File: config.mk
export PLATFORM = sky130hd
export DESIGN_NAME = byte_stream_reassembler
export DESIGN_NICKNAME = d
export VERILOG_FILES = /design/src/bsr_pkg.sv /design/src/bsr_ram.sv /design/src/byte_stream_reassembler.sv
export SDC_FILE = /design/constraint.sdc
export NUM_CORES = 1
export LEC_CHECK = 0
export BUFFER_PORTS_ARGS = -buffer_cell sky130_fd_sc_hd__buf_2
export CORE_MARGIN = 3
export CORE_UTILIZATION = 55
export CTS_BUF_LIST = sky130_fd_sc_hd__clkbuf_4
export CTS_CLUSTER_SIZE = 12
export DETAILED_ROUTE_END_ITERATION = 8
export GPL_TIMING_DRIVEN = 0
export PLACE_DENSITY = 0.73
export SLEW_MARGIN = 30
export SYNTH_ARGS = -nofsm -noshare
export SYNTH_HDL_FRONTEND = slang
export SYNTH_SLANG_ARGS = --single-unit
File: constraint.sdc
create_clock -name clk -period 8.48 [get_ports clk]
set_clock_uncertainty 0.05 [all_clocks]
set_input_delay 1.272 -clock clk [delete_from_list [all_inputs] [get_ports clk]]
set_output_delay 1.272 -clock clk [all_outputs]
set_load 0.01 [all_outputs]
File: src/bsr_pkg.sv
// ============================================================================
// bsr_pkg - byte stream reassembler package
// Action codes, field widths and default sizes shared by the reassembler.
// ============================================================================
`default_nettype none

package bsr_pkg;

    // Default window depth in bytes
    localparam int CAPACITY_DEF = 64;

    // Field widths
    localparam int ACTION_W = 2;
    localparam int INDEX_W  = 32;
    localparam int BYTE_W   = 8;
    localparam int COUNT_W  = 7;

    // Action codes
    localparam logic [ACTION_W-1:0] ACT_BYTE  = 2'd0;
    localparam logic [ACTION_W-1:0] ACT_FINAL = 2'd1;
    localparam logic [ACTION_W-1:0] ACT_END   = 2'd2;

    typedef logic [ACTION_W-1:0] action_t;
    typedef logic [INDEX_W-1:0]  index_t;
    typedef logic [BYTE_W-1:0]   byte_t;
    typedef logic [COUNT_W-1:0]  count_t;

endpackage

`default_nettype wire

File: src/bsr_ram.sv
// ============================================================================
// bsr_ram - generic single-port-write, single-port-read RAM
// One write and one registered read per cycle; contents are not reset.
// ============================================================================
`default_nettype none

module bsr_ram #(
    parameter int WIDTH = 8,
    parameter int DEPTH = 64
) (
    input  wire logic                     clk,
    input  wire logic                     we,
    input  wire logic [$clog2(DEPTH)-1:0] waddr,
    input  wire logic [WIDTH-1:0]         wdata,
    input  wire logic                     re,
    input  wire logic [$clog2(DEPTH)-1:0] raddr,
    output logic      [WIDTH-1:0]         rdata
);

    logic [WIDTH-1:0] mem [DEPTH];

    // Write port
    always_ff @(posedge clk)
    begin
        if (we)
        begin
            mem[waddr] <= wdata;
        end
    end

    // Registered read port, holds when not enabled
    always_ff @(posedge clk)
    begin
        if (re)
        begin
            rdata <= mem[raddr];
        end
    end

endmodule

`default_nettype wire

File: src/byte_stream_reassembler.sv
// ============================================================================
// byte_stream_reassembler - in-order rebuild of an offset-tagged byte stream
// Stores bytes in a window ring held in RAM, tracks valid marks in flops and
// drains contiguous bytes from the head one beat per emitted byte.
// ============================================================================
// A beat that drains nothing gives its status beat at the next edge.
// A beat that fills the head slot starts a drain that walks ST_READ (RAM read),
// then ST_EMIT (output load, held while the output stalls) for each byte.
// Drain rate is set by the read-then-emit sequencer; input stalls until it ends.
// Reset clears valid marks, head offset, pending count and end flag at once;
// the byte RAM is not cleared and needs no clearing pass.
`default_nettype none

module byte_stream_reassembler #(
    parameter int CAPACITY = bsr_pkg::CAPACITY_DEF
) (
    input  wire logic            clk,
    input  wire logic            rst_n,
    // Input channel
    input  wire logic            in_valid,
    output logic                 in_stall,
    input  wire bsr_pkg::action_t action,
    input  wire bsr_pkg::index_t  stream_index,
    input  wire bsr_pkg::byte_t   data_byte,
    // Output channel
    output logic                 out_valid,
    input  wire logic            out_stall,
    output logic                 byte_valid,
    output bsr_pkg::byte_t       out_byte,
    output bsr_pkg::index_t      out_offset,
    output logic                 stream_closed,
    output bsr_pkg::count_t      pending_count,
    output logic                 last
);

    import bsr_pkg::*;

    localparam int SLOT_W = $clog2(CAPACITY);
    localparam int SUM_W  = SLOT_W + 1;

    localparam logic [1:0] ST_IDLE = 2'd0;
    localparam logic [1:0] ST_READ = 2'd1;
    localparam logic [1:0] ST_EMIT = 2'd2;

    // Control state
    logic [1:0]          state_reg, state_next;
    logic [CAPACITY-1:0] valid_reg, valid_next;
    index_t              head_reg, head_next;
    logic [SLOT_W-1:0]   head_slot_reg, head_slot_next;
    count_t              count_reg, count_next;
    logic                end_reg, end_next;

    // Output register
    logic   out_valid_reg, out_valid_next;
    logic   byte_valid_reg, byte_valid_next;
    byte_t  out_byte_reg, out_byte_next;
    index_t out_offset_reg, out_offset_next;
    logic   closed_reg, closed_next;
    count_t pend_reg, pend_next;
    logic   last_reg, last_next;

    // Datapath
    logic              out_free;
    logic              accept;
    index_t            delta;
    logic              in_window;
    logic              before_head;
    logic [SUM_W-1:0]  slot_sum;
    logic [SUM_W-1:0]  slot_wrap;
    logic [SLOT_W-1:0] in_slot;
    logic              do_store;
    logic              do_end;
    logic [SLOT_W-1:0] next_slot;
    logic              ram_re;
    byte_t             ram_rdata;

    // Byte window storage
    bsr_ram #(
        .WIDTH (BYTE_W),
        .DEPTH (CAPACITY)
    ) u_window_ram (
        .clk   (clk),
        .we    (do_store),
        .waddr (in_slot),
        .wdata (data_byte),
        .re    (ram_re),
        .raddr (head_slot_reg),
        .rdata (ram_rdata)
    );

    // Handshake
    assign out_free = !out_valid_reg || !out_stall;
    assign in_stall = !((state_reg == ST_IDLE) && out_free);
    assign accept   = in_valid && !in_stall;

    // Window position and ring slot of the incoming beat
    assign delta       = stream_index - head_reg;
    assign in_window   = (delta < INDEX_W'(CAPACITY));
    assign before_head = delta[INDEX_W-1];
    assign slot_sum    = {1'b0, head_slot_reg} + {1'b0, delta[SLOT_W-1:0]};
    assign slot_wrap   = slot_sum - SUM_W'(CAPACITY);
    assign in_slot     = (slot_sum >= SUM_W'(CAPACITY)) ? slot_wrap[SLOT_W-1:0]
                                                        : slot_sum[SLOT_W-1:0];

    // Store and end-marker decisions
    assign do_store = accept && (action inside {ACT_BYTE, ACT_FINAL}) && in_window
                      && !valid_reg[in_slot];
    assign do_end   = accept && (action inside {ACT_FINAL, ACT_END})
                      && (in_window || before_head);

    // Slot after the head
    assign next_slot = (head_slot_reg == SLOT_W'(CAPACITY - 1)) ? '0
                                                                : head_slot_reg + 1'b1;

    assign ram_re = (state_reg == ST_READ);

    // Sequencer: accept, then walk contiguous slots from the head
    always_comb
    begin
        state_next      = state_reg;
        valid_next      = valid_reg;
        head_next       = head_reg;
        head_slot_next  = head_slot_reg;
        count_next      = count_reg;
        end_next        = end_reg;
        out_valid_next  = out_valid_reg && out_stall;
        byte_valid_next = byte_valid_reg;
        out_byte_next   = out_byte_reg;
        out_offset_next = out_offset_reg;
        closed_next     = closed_reg;
        pend_next       = pend_reg;
        last_next       = last_reg;

        case (state_reg)
            ST_IDLE:
            begin
                if (accept)
                begin
                    if (do_store)
                    begin
                        valid_next[in_slot] = 1'b1;
                        count_next          = count_reg + 1'b1;
                    end
                    if (do_end)
                    begin
                        end_next = 1'b1;
                    end
                    if (do_store && (delta == '0))
                    begin
                        // Head slot filled: start the drain
                        state_next = ST_READ;
                    end
                    else
                    begin
                        // Nothing to drain: send one status beat
                        out_valid_next  = 1'b1;
                        byte_valid_next = 1'b0;
                        out_byte_next   = '0;
                        out_offset_next = '0;
                        closed_next     = end_next && (count_next == '0);
                        pend_next       = count_next;
                        last_next       = 1'b1;
                    end
                end
            end
            ST_READ:
            begin
                state_next = ST_EMIT;
            end
            ST_EMIT:
            begin
                if (out_free)
                begin
                    // Emit the head byte and advance
                    valid_next[head_slot_reg] = 1'b0;
                    head_next                 = head_reg + 1'b1;
                    head_slot_next            = next_slot;
                    count_next                = count_reg - 1'b1;
                    out_valid_next            = 1'b1;
                    byte_valid_next           = 1'b1;
                    out_byte_next             = ram_rdata;
                    out_offset_next           = head_reg;
                    closed_next               = end_reg && (count_next == '0);
                    pend_next                 = count_next;
                    last_next                 = !valid_next[next_slot];
                    state_next                = last_next ? ST_IDLE : ST_READ;
                end
            end
            default:
            begin
                state_next = ST_IDLE;
            end
        endcase
    end

    // Control registers
    always_ff @(posedge clk or negedge rst_n)
    begin
        if (!rst_n)
        begin
            state_reg     <= ST_IDLE;
            valid_reg     <= '0;
            head_reg      <= '0;
            head_slot_reg <= '0;
            count_reg     <= '0;
            end_reg       <= 1'b0;
            out_valid_reg <= 1'b0;
        end
        else
        begin
            state_reg     <= state_next;
            valid_reg     <= valid_next;
            head_reg      <= head_next;
            head_slot_reg <= head_slot_next;
            count_reg     <= count_next;
            end_reg       <= end_next;
            out_valid_reg <= out_valid_next;
        end
    end

    // Output payload registers
    always_ff @(posedge clk)
    begin
        byte_valid_reg <= byte_valid_next;
        out_byte_reg   <= out_byte_next;
        out_offset_reg <= out_offset_next;
        closed_reg     <= closed_next;
        pend_reg       <= pend_next;
        last_reg       <= last_next;
    end

    assign out_valid     = out_valid_reg;
    assign byte_valid    = byte_valid_reg;
    assign out_byte      = out_byte_reg;
    assign out_offset    = out_offset_reg;
    assign stream_closed = closed_reg;
    assign pending_count = pend_reg;
    assign last          = last_reg;

    // Pending count tracks the number of valid marks
    assert property (@(posedge clk) disable iff (!rst_n)
        $countones(valid_reg) == int'(count_reg))
        else $error("pending count out of step with valid marks");

    // Draining only ever reads a valid head slot
    assert property (@(posedge clk) disable iff (!rst_n)
        (state_reg == ST_READ || state_reg == ST_EMIT) |-> valid_reg[head_slot_reg])
        else $error("drain on an empty head slot");

    // Head slot is empty whenever the block is idle
    assert property (@(posedge clk) disable iff (!rst_n)
        (state_reg == ST_IDLE) |-> !valid_reg[head_slot_reg])
        else $error("idle with a filled head slot");

    // Head offset and head slot advance together
    assert property (@(posedge clk) disable iff (!rst_n)
        (head_reg != $past(head_reg)) |-> (head_slot_reg != $past(head_slot_reg)))
        else $error("head offset moved without the head slot");

endmodule

`default_nettype wire

=== After elaboration in Yosys (flattened, before gate mapping) ===
Memories as Yosys holds them, arrays and structs flattened. A register that Yosys moved wholly into a read port is not among the register bits.
Cells that the tools add are included.

* Register bits: 163
* Latch bits: 0
* Memory bits (writable): 512
* ROM bits: 0
* Input port bits: 46
* Output and inout port bits: 52
* Memories kept: 1

{| class="wikitable"
|+ Memories
! name !! words !! bits a word !! read ports !! clocked after Yosys merged registers in !! wr ports !! line !! source
|-
| u_window_ram.mem || 64 || 8 || 1 || 1 || 1 || bsr_ram.sv:20 || <nowiki>logic [WIDTH-1:0] mem [DEPTH];</nowiki>
|}

* Add/sub/neg operators: 7
* Multipliers: 0
* Divide/modulo/power cells: 0
* Magnitude comparators: 7
* Equal/unequal tests: 10
* Shift operators: 0
* Multiplexer cells: 57
* Bitwise gates (word level): 3
* Reduce and logical (&&, ||, !) cells: 34

{| class="wikitable"
|+ Operators with widths
! kind !! number
|-
| $mux 64 || 3
|-
| $pmux 64 s2 || 1
|-
| $mux 32 || 3
|-
| $and 64x64->64 || 1
|-
| $not 64->64 || 1
|-
| $or 64x64->64 || 1
|-
| $pmux 32 s2 || 1
|-
| $mux 7 || 7
|-
| $add 32x1->32 const B || 1
|-
| $logic_not 32->1 || 1
|-
| $lt 32x7->1 const B || 1
|-
| $sub 32x32->32 || 1
|-
| $pmux 7 s2 || 2
|-
| $mux 8 || 3
|-
| $mux 1 || 22
|-
| $lt 6x7->1 const B || 3
|-
| $pmux 8 s2 || 1
|-
| $logic_not 7->1 || 2
|-
| $logic_and 1x1->1 || 13
|-
| $bmux 1 s6 || 2
|-
| $demux 1 s6 || 2
|-
| $ge 6x1->1 const B || 2
|-
| $mux 6 || 2
|-
| $ne 2x2->1 const B || 4
|-
| other kinds (20) || 38
|}

=== Longest topological paths before layout ===
Gate-level depths: netlist (run 1).

* Word-level depth: 16
* Depth in mapped cells: 20
* Gate-level depth less buffers: 17

=== By module ===
From an unflattened synthesis (run 1), not the netlist that was laid out.

* Cells, all modules: 2133
* Area, all modules: 31114.8 um2

{| class="wikitable"
|+ Modules (own cells, without submodules)
! module !! times used !! cells each !! area an instance (um2) !! sequential area each (um2)
|-
| bsr_ram || 1 || 940 || 20246.9 || 15615.0
|-
| byte_stream_reassembler || 1 || 1193 || 10867.9 || 4329.2
|}

=== Worst setup path after synthesis (run 1) ===
No wires, ideal clock.

* Path type: input-to-reg
* Start point: input port stream_index[0]
* End point: register byte_valid_reg (netlist: byte_valid), enable pin
* Library setup time: 0.458 ns
* Arrival time: 6.650 ns
* Slack: 1.322 ns
* Stages on the path: 18
* Cell sequence: inv_1 -> ha_1 -> inv_1 -> fa_1 -> inv_1 -> fa_1 -> buf_1 -> clkbuf_1 -> mux4_2 -> nor2_1 -> nor3_1 -> o21ai_0 -> nor4bb_1 -> nor2_1 -> or4_1 -> buf_2 -> nor4_2 -> nor2_1

* Longest elaborated chain between the ends: 11

{| class="wikitable"
|+ Ends and longest elaborated chain
! element !! line !! source
|-
| start: declaration || byte_stream_reassembler.sv:23 || <nowiki>input wire bsr_pkg::index_t stream_index,</nowiki>
|-
| $sub 32x32->32 * || byte_stream_reassembler.sv:97 || <nowiki>assign delta = stream_index - head_reg;</nowiki>
|-
| $add 6x6->7 || byte_stream_reassembler.sv:100 || <nowiki>assign slot_sum = {1'b0, head_slot_reg} + {1'b0, delta[SLOT_W-1:0]};</nowiki>
|-
| $sub 6x1->6 / $ge 7x7->1 (equally long branches) || byte_stream_reassembler.sv:101, byte_stream_reassembler.sv:102 ||
|-
| $mux 6 || byte_stream_reassembler.sv:102 || <nowiki>assign in_slot = (slot_sum >= SUM_W'(CAPACITY)) ? slot_wrap[SLOT_W-1:0]</nowiki>
|-
| $bmux 1 s6 || byte_stream_reassembler.sv:107 || <nowiki>&& !valid_reg[in_slot];</nowiki>
|-
| $mux 1 (implied by the code) || byte_stream_reassembler.sv:107 ||
|-
| $logic_not 1->1 || byte_stream_reassembler.sv:107 ||
|-
| $logic_and 1x1->1 || byte_stream_reassembler.sv:107 ||
|-
| $logic_and 1x1->1 * || byte_stream_reassembler.sv:148 || <nowiki>if (do_store && (delta == '0))</nowiki>
|-
| $ne 2x2->1 (no source line) * || - ||
|-
| $reduce_and 4->1 (no source line) * || - ||
|-
| end signal: assignment || byte_stream_reassembler.sv:224 || <nowiki>byte_valid_reg <= byte_valid_next;</nowiki>
|-
| end: declaration || byte_stream_reassembler.sv:55 || <nowiki>logic byte_valid_reg, byte_valid_next;</nowiki>
|}

Every way passes the cells marked *; elsewhere a longest branch is shown, timed or not. The select of a mux whose other input is x is not followed.
A chain may end at the register's enable or synchronous reset.

=== Final worst setup path (run 1) ===
* Start point: input port stream_index[0]
* End point: memory u_window_ram.mem[41][2], enable pin

* Longest elaborated chain between the ends: 10

{| class="wikitable"
|+ Ends and longest elaborated chain
! element !! line !! source
|-
| $sub 32x32->32 * || byte_stream_reassembler.sv:97 ||
|-
| $add 6x6->7 || byte_stream_reassembler.sv:100 ||
|-
| $sub 6x1->6 / $ge 7x7->1 (equally long branches) || byte_stream_reassembler.sv:101, byte_stream_reassembler.sv:102 ||
|-
| $mux 6 || byte_stream_reassembler.sv:102 ||
|-
| $bmux 1 s6 || byte_stream_reassembler.sv:107 ||
|-
| $mux 1 (implied by the code) || byte_stream_reassembler.sv:107 ||
|-
| $logic_not 1->1 || byte_stream_reassembler.sv:107 ||
|-
| $logic_and 1x1->1 || byte_stream_reassembler.sv:107 ||
|-
| $mux 1 || bsr_ram.sv:25 || <nowiki>if (we)</nowiki>
|-
| $mux 1 (implied by the code) || bsr_ram.sv:27 || <nowiki>mem[waddr] <= wdata;</nowiki>
|-
| end: declaration || bsr_ram.sv:20 ||
|}

Marks and branches as above.

==> results of run 1 <==
-- final timing paths --
kind                                       from                 endpoint  slack [ns]
worst min register to register     head_reg[29]             head_reg[29]        0.43
worst max-delay path            stream_index[0]  u_window_ram.mem[41][2]        0.29
worst max register to register      head_reg[0]  u_window_ram.mem[41][2]        0.31
min in group clk                   head_reg[29]             head_reg[29]        0.43
max in group asynchronous                 rst_n            valid_reg[31]        7.53
worst min-delay path                      rst_n             count_reg[4]        0.08
-- cell usage in the layout (no fill, tap or decap), types with 69 or more instances in the layout --
cell / synthesis / final
edfxtp_1: 570 / 570
clkbuf_4: 0 / 250
a22oi_1: 182 / 182
nor2_1: 156 / 154
nand2_1: 137 / 137
dfrtp_1: 113 / 113
clkbuf_1: 116 / 106
buf_2: 6 / 96
o21ai_0: 91 / 91
nor3_1: 72 / 70
nand4_1: 69 / 69
-- kinds of logic (layout without fill, tap and decap cells) --
| logic type | count (synthesis) | count (layout) |
|---|---|---|
| xor gates and xnor gates | 67 | 67 |
| adders and majority gates | 45 | 45 |
| DFF | 683 | 683 |
| and+or+nand+nor | 611 | 611 |
| muxes | 26 | 26 |
| AOI/OAI and AO/OA | 636 | 636 |
| buffers and inverters | 205 | 599 |
| other | 0 | 4 |
-- per-stage QoR --
stage	total power [µW]	hold WS, ns	setup TNS [ns]	cell area (µm²)
final	6881	0.07549	0	33670
after CTS	6856	0.006485	0	33630
after detailed placement	4174	0.4166	-16.25	31500
after global routing	7092	0.08088	0	33670
after floorplan	3968	0.3954	0	30000
after global placement	4163	0.4108	-81.78	31350
-- area by class of cell --
class / instances / area, µm²
Clock buffer: 250 / 1877
Clock inverter: 42 / 254.0
Antenna cell: 4 / 10.01
Buffer: 142 / 564.3
Multi-Input combinational cell: 1385 / 9304
Inverter: 63 / 236.5
Timing Repair Buffer: 102 / 620.6
Tap cell: 688 / 860.8
Sequential cell: 683 / 19940
Fill cell: 4045 / 19620
-- power by group through the flow --
stage | combinational (µW) | clock (µW) | sequential [µW]
after floorplan | 235 | 0 | 3730
after global placement | 435 | 0 | 3730
after detailed placement | 447 | 0 | 3730
after CTS | 449 | 2750 | 3660
after global routing | 494 | 2940 | 3650
final | 468 | 2760 | 3650
-- per-layer routing --
metal  global-route usage  wire (µm)  up-vias
met5                    0         45        -
li1                     -          -     9609
met1               0.4611      36320    11078
met3               0.1264      14920      317
met4               0.1605       4330        4
met2               0.4844      41800     1876
==> qor.txt, run 1 <==
Slew headroom -> 0.2400
Post-synth EDFFs -> 570
post-synth top area share -> 0.5705
Worst Setup End Kind -> flip-flop
Via density -> 6.813
clk sinks -> 683
post-route ant nets -> 0
Worst VDD drop -> 0.1418 mV
CP Depth -> 17
Clk pwr share -> 0.401
CTS resizes -> 0
most numerous cell in the Yosys netlist -> edfxtp_1
CORE AREA -> 53290 µm²
clock-pin slew on the worst setup and hold paths -> 0.06 ns
CP max stage cell -> nor2_1
part of the Yosys area used for sequential elements -> 0.6648
status -> completed
Crit Path Category -> primary input to flip-flop
Yosys cell types -> 88
post-route insts no fill -> 3359
wire length per cell -> 29.00 µm
adder-cell share of the synthesized area -> 0.01927
Max-Cap Viols -> 0
CTS root buf -> clkbuf_4
setup slack after layout -> 0.2915 ns
Seq pwr share -> 0.531
Final Critical Period -> 8.188 ns
Die Ht -> 239.6 µm
setup repair after global routing missed its margin -> no
post-DP HPWL -> 64.18 mm
final core utilization -> 0.6319
fin crit share -> 0.9656
# rows -> 84
final wirelength -> 97.42 mm
pin count of the biggest net entering global routing -> 84
RePlAce Congestion -> 0.9857
FF+latch count, synth -> 683
R2R cell count -> 15
PD cells -> 204.4 nW/µm²
Synth-to-Final Area Change -> 12.23%
syn avg cell area -> 13.20 µm²
synth warn -> 0
Overflow after GRT -> 0
Die W -> 239.6 µm
IO Port Bufs -> 97
CP Launch Type -> primary input
number of global-route vias before repair -> 21885
Hold-fix buffers, CTS -> 0
Final nets -> 2635
largest area contributor in the netlist -> edfxtp_1
CP peak stage delay -> 1.16 ns
antenna violations before repair -> 3
critical path required time -> 9.03 ns
Total GRT Usage -> 0.3386
proportion of synthesized area in mux cells -> 0.01335
clock buffer depth -> 3
crit path DAT -> 8.74 ns
first-pass GRT wire length -> 140.0 mm
Leakage -> 0.01142 µW
Post-synth ARST share -> 0.1654
Max FO, Critical Path -> 10
I/O pin cnt -> 98
initial DRC count -> 3431
Top Family by Delay on Critical Path -> simple AND/OR/NAND/NOR gates
Gate Count Post-Synth -> 2273
TritonCTS buffer count -> 167
Final Slew Violations -> 0
Synth Area in XOR/XNOR -> 0.02006
Inst Count DP -> 3062
Vias -> 22884
logic gate share of total power -> 0.068
HP Class -> primary input to asynchronous set/reset pin
Setup Buffers After CTS -> 0
CTS tree -> built
Final Hold Fails -> 0
fmax -> 122.1 MHz
internal power -> 5181 µW
pre-CTS setup slack -> -0.2066 ns
clk_lat worst skew -> 1.02 ns
die area -> 57390 µm²
synth cell count leaders -> edfxtp_1 (570), a22oi_1 (182), nor2_1 (156)
compound-gate portion of the synthesized area -> 0.1559
H-tree levels -> 4
Initial Util -> 0.5630
Synthesized Nets -> 2364
largest family of logic cells by synthesized area -> compound AO/OA/AOI/OAI gates
share of cells above drive strength 1 -> 0.1612
Switching Share -> 0.2471
Final Setup Violations -> 0
WP buf/inv -> 6
worst-margin pin slew -> 1.140 ns
Psw -> 1701 µW
synth top area cells -> edfxtp_1 (57%), dfrtp_1 (9.4%), a22oi_1 (4.6%)
DR DRC count -> 0
max FFs per register -> 512
worst path cell trace -> buf_2 > inv_1 > ha_1 > inv_1 > fa_1 > inv_1 > fa_1 > buf_1 > clkbuf_1 > nor3_1 > nor4_1 > a211oi_1 > a2111oi_0 > nor2_1 > nor4_4 > nand4_1 > nor2_1
simple-gate portion of the synthesized area -> 0.1006
drt first pass iters -> 8
synthesized area -> 30000 µm²
most frequent cell on the critical path -> inv_1
top_reg_cell synth -> edfxtp_1
No activity file was read; power rests on OpenSTA's default activity.
==> run 2, diff against run 1 <==
- ABC_AREA: not set -> 1
==> qor.txt, run 2 <==
Post-synth ARST share -> 0.1654
synthesized area -> 31720 µm²
Die Ht -> 246.2 µm
dpl cell area -> 33380 µm²
Via density -> 6.128
top_reg_cell synth -> edfxtp_1
share of cells above drive strength 1 -> 0.1676
clk_lat worst skew -> 1.05 ns
Vias -> 25235
crit path DAT -> 6.23 ns
CORE AREA -> 56710 µm²
fmax -> 175.7 MHz
initial DRC count -> 3429
largest area contributor in the netlist -> edfxtp_1
setup repair after global routing missed its margin -> no
part of the Yosys area used for sequential elements -> 0.6288
CTS resizes -> 0
post-DP HPWL -> 72.19 mm
Total GRT Usage -> 0.3430
wire length per cell -> 25.12 µm
most frequent cell on the critical path -> nand2_1
WP buf/inv -> 3
CTS root buf -> clkbuf_4
Initial Util -> 0.5593
Synth-to-Final Area Change -> 12.32%
Final Setup Violations -> 0
synth top area cells -> edfxtp_1 (54%), dfrtp_1 (8.9%), nand2_1 (8.7%)
Max-Cap Viols -> 0
Yosys cell types -> 60
worst-margin pin slew -> 1.089 ns
Gate Count Post-Synth -> 2960
IO Port Bufs -> 97
CP max stage cell -> nor2_1
clock buffer depth -> 3
drt first pass iters -> 8
PD cells -> 205.2 nW/µm²
Final nets -> 3327
clk sinks -> 683
synth cell count leaders -> nand2_1 (738), edfxtp_1 (570), inv_1 (275)
pin count of the biggest net entering global routing -> 65
Worst VDD drop -> 0.1632 mV
most numerous cell in the Yosys netlist -> nand2_1
Slew headroom -> 0.2711
FF+latch count, synth -> 683
# rows -> 87
CTS tree -> built
die area -> 60590 µm²
Crit Path Category -> flip-flop to flip-flop
Leakage -> 0.01375 µW
post-synth top area share -> 0.5396
R2R cell count -> 17
Post-synth EDFFs -> 570
final wirelength -> 103.4 mm
max FFs per register -> 512
Final Hold Fails -> 0
I/O pin cnt -> 98
Die W -> 246.2 µm
CP peak stage delay -> 0.86 ns
commonest non-fill, non-tap cells in the layout -> nand2_1 (738), edfxtp_1 (570), inv_1 (274)
clock-pin slew on the worst setup and hold paths -> 0.07 ns
Worst Setup End Kind -> flip-flop
Synthesized Nets -> 3051
DR DRC count -> 0
Hold-fix buffers, CTS -> 0
Fin Setup TNS -> 0 ns
syn avg cell area -> 10.72 µm²
critical path required time -> 9.01 ns
Final Critical Period -> 5.692 ns
worst path cell trace -> ha_1 > inv_1 > fa_1 > nand3_1 > nand3_1 > xor2_1 > ha_1 > xnor2_1 > inv_1 > nand2_1 > nand2_1 > nand2_1 > nand2_1 > nor2_4 > nand2_1 > clkbuf_1 > nor2_1
final instance area -> 35630 µm²
Max FO, Critical Path -> 10
first-pass GRT wire length -> 150.8 mm
RePlAce Congestion -> 1.027
HP Class -> primary input to asynchronous set/reset pin
H-tree levels -> 4
TritonCTS buffer count -> 170
synth warn -> 0
number of global-route vias before repair -> 24472
Overflow after GRT -> 0
fin crit share -> 0.6713
CP Launch Type -> flip-flop
Final Slew Violations -> 0
CP Depth -> 17
Setup Buffers After CTS -> 0
most common cell after layout, fill and taps aside -> nand2_1
Top Family by Delay on Critical Path -> simple AND/OR/NAND/NOR gates
status -> completed
antenna violations before repair -> 3
setup slack, reg-to-reg -> 2.79 ns
post-route ant nets -> 0
==> run 2: cell types whose count changed after synthesis, moves of 54 or more <==
cell,change
nand2_1,+601
nor2_1,+69
inv_1,+213
o31a_1,+58
a22oi_1,-100
xnor2_1,-54
a21oi_1,+61
==> run 2: cell type report <==
| class | count | area (µm²) |
|---|---|---|
| clock inverters | 42 | 272.8 |
| fillers | 4593 | 21090 |
| flip-flops and latches | 683 | 19940 |
| diodes | 3 | 7.507 |
| repair buffers | 104 | 608.1 |
| clock buffers | 253 | 1899 |
| plain buffers | 126 | 605.6 |
| multi-input cells | 1862 | 10260 |
| inverters | 289 | 1087 |
| well taps | 756 | 945.9 |
==> run 2: worst paths after layout <==
kind                                  start                endpoint
worst max-delay path            head_reg[0]  u_window_ram.mem[5][7]
worst min-delay path                  rst_n            head_reg[10]
worst max register to register  head_reg[0]  u_window_ram.mem[5][7]
worst min register to register      end_reg                 end_reg
max in group asynchronous             rst_n           valid_reg[24]
min in group clk                    end_reg                 end_reg
==> run 2: metal layers <==
layer,vias up,share of wire,global-route usage,wire length [µm]
met5,-,0,0,0
met4,0,0.054,0.1794,5535
met2,1792,0.46,0.5454,47980
met1,12032,0.36,0.4418,37260
li1,11083,-,-,-
met3,328,0.12,0.07825,12670
==> run 2: kinds of logic (layout without fill, tap and decap cells) <==
| kind of cell | Yosys count | in the layout | synth area share |
|---|---|---|---|
| flip-flops | 683 | 683 | 0.6288 |
| XOR/XNOR | 39 | 39 | 0.01101 |
| AND/OR/NAND/NOR | 1218 | 1218 | 0.1635 |
| other | 0 | 3 | 0 |
| buffers and inverters | 415 | 814 | 0.05302 |
| AO/OA/AOI/OAI | 560 | 560 | 0.1255 |
| adder cells (fa/ha/maj) | 45 | 45 | 0.01822 |
==> run 2: per-stage QoR <==
step / hold slack (ns) / total power, µW / utilization / instances / setup WS, ns
floorplan: 0.3888 / 4224 / - / 2960 / 3.376
global placement: 0.4158 / 4542 / 0.5845 / 3813 / 1.896
detailed placement: 0.4185 / 4561 / 0.5885 / 3820 / 2.098
CTS: 0.03640 / 7305 / 0.6268 / 4115 / 2.922
global route: 0.09360 / 7566 / 0.6281 / 4117 / 2.486
finish: 0.1257 / 7312 / 0.6282 / 4118 / 2.788
==> run 2: power breakdown <==
group / leakage (µW) / total [µW] / internal (µW) / switching [µW]
combinational: 0.00583 / 831 / 210 / 622
sequential: 0.00664 / 3700 / 3670 / 23.5
clock: 0.00128 / 2780 / 1430 / 1350
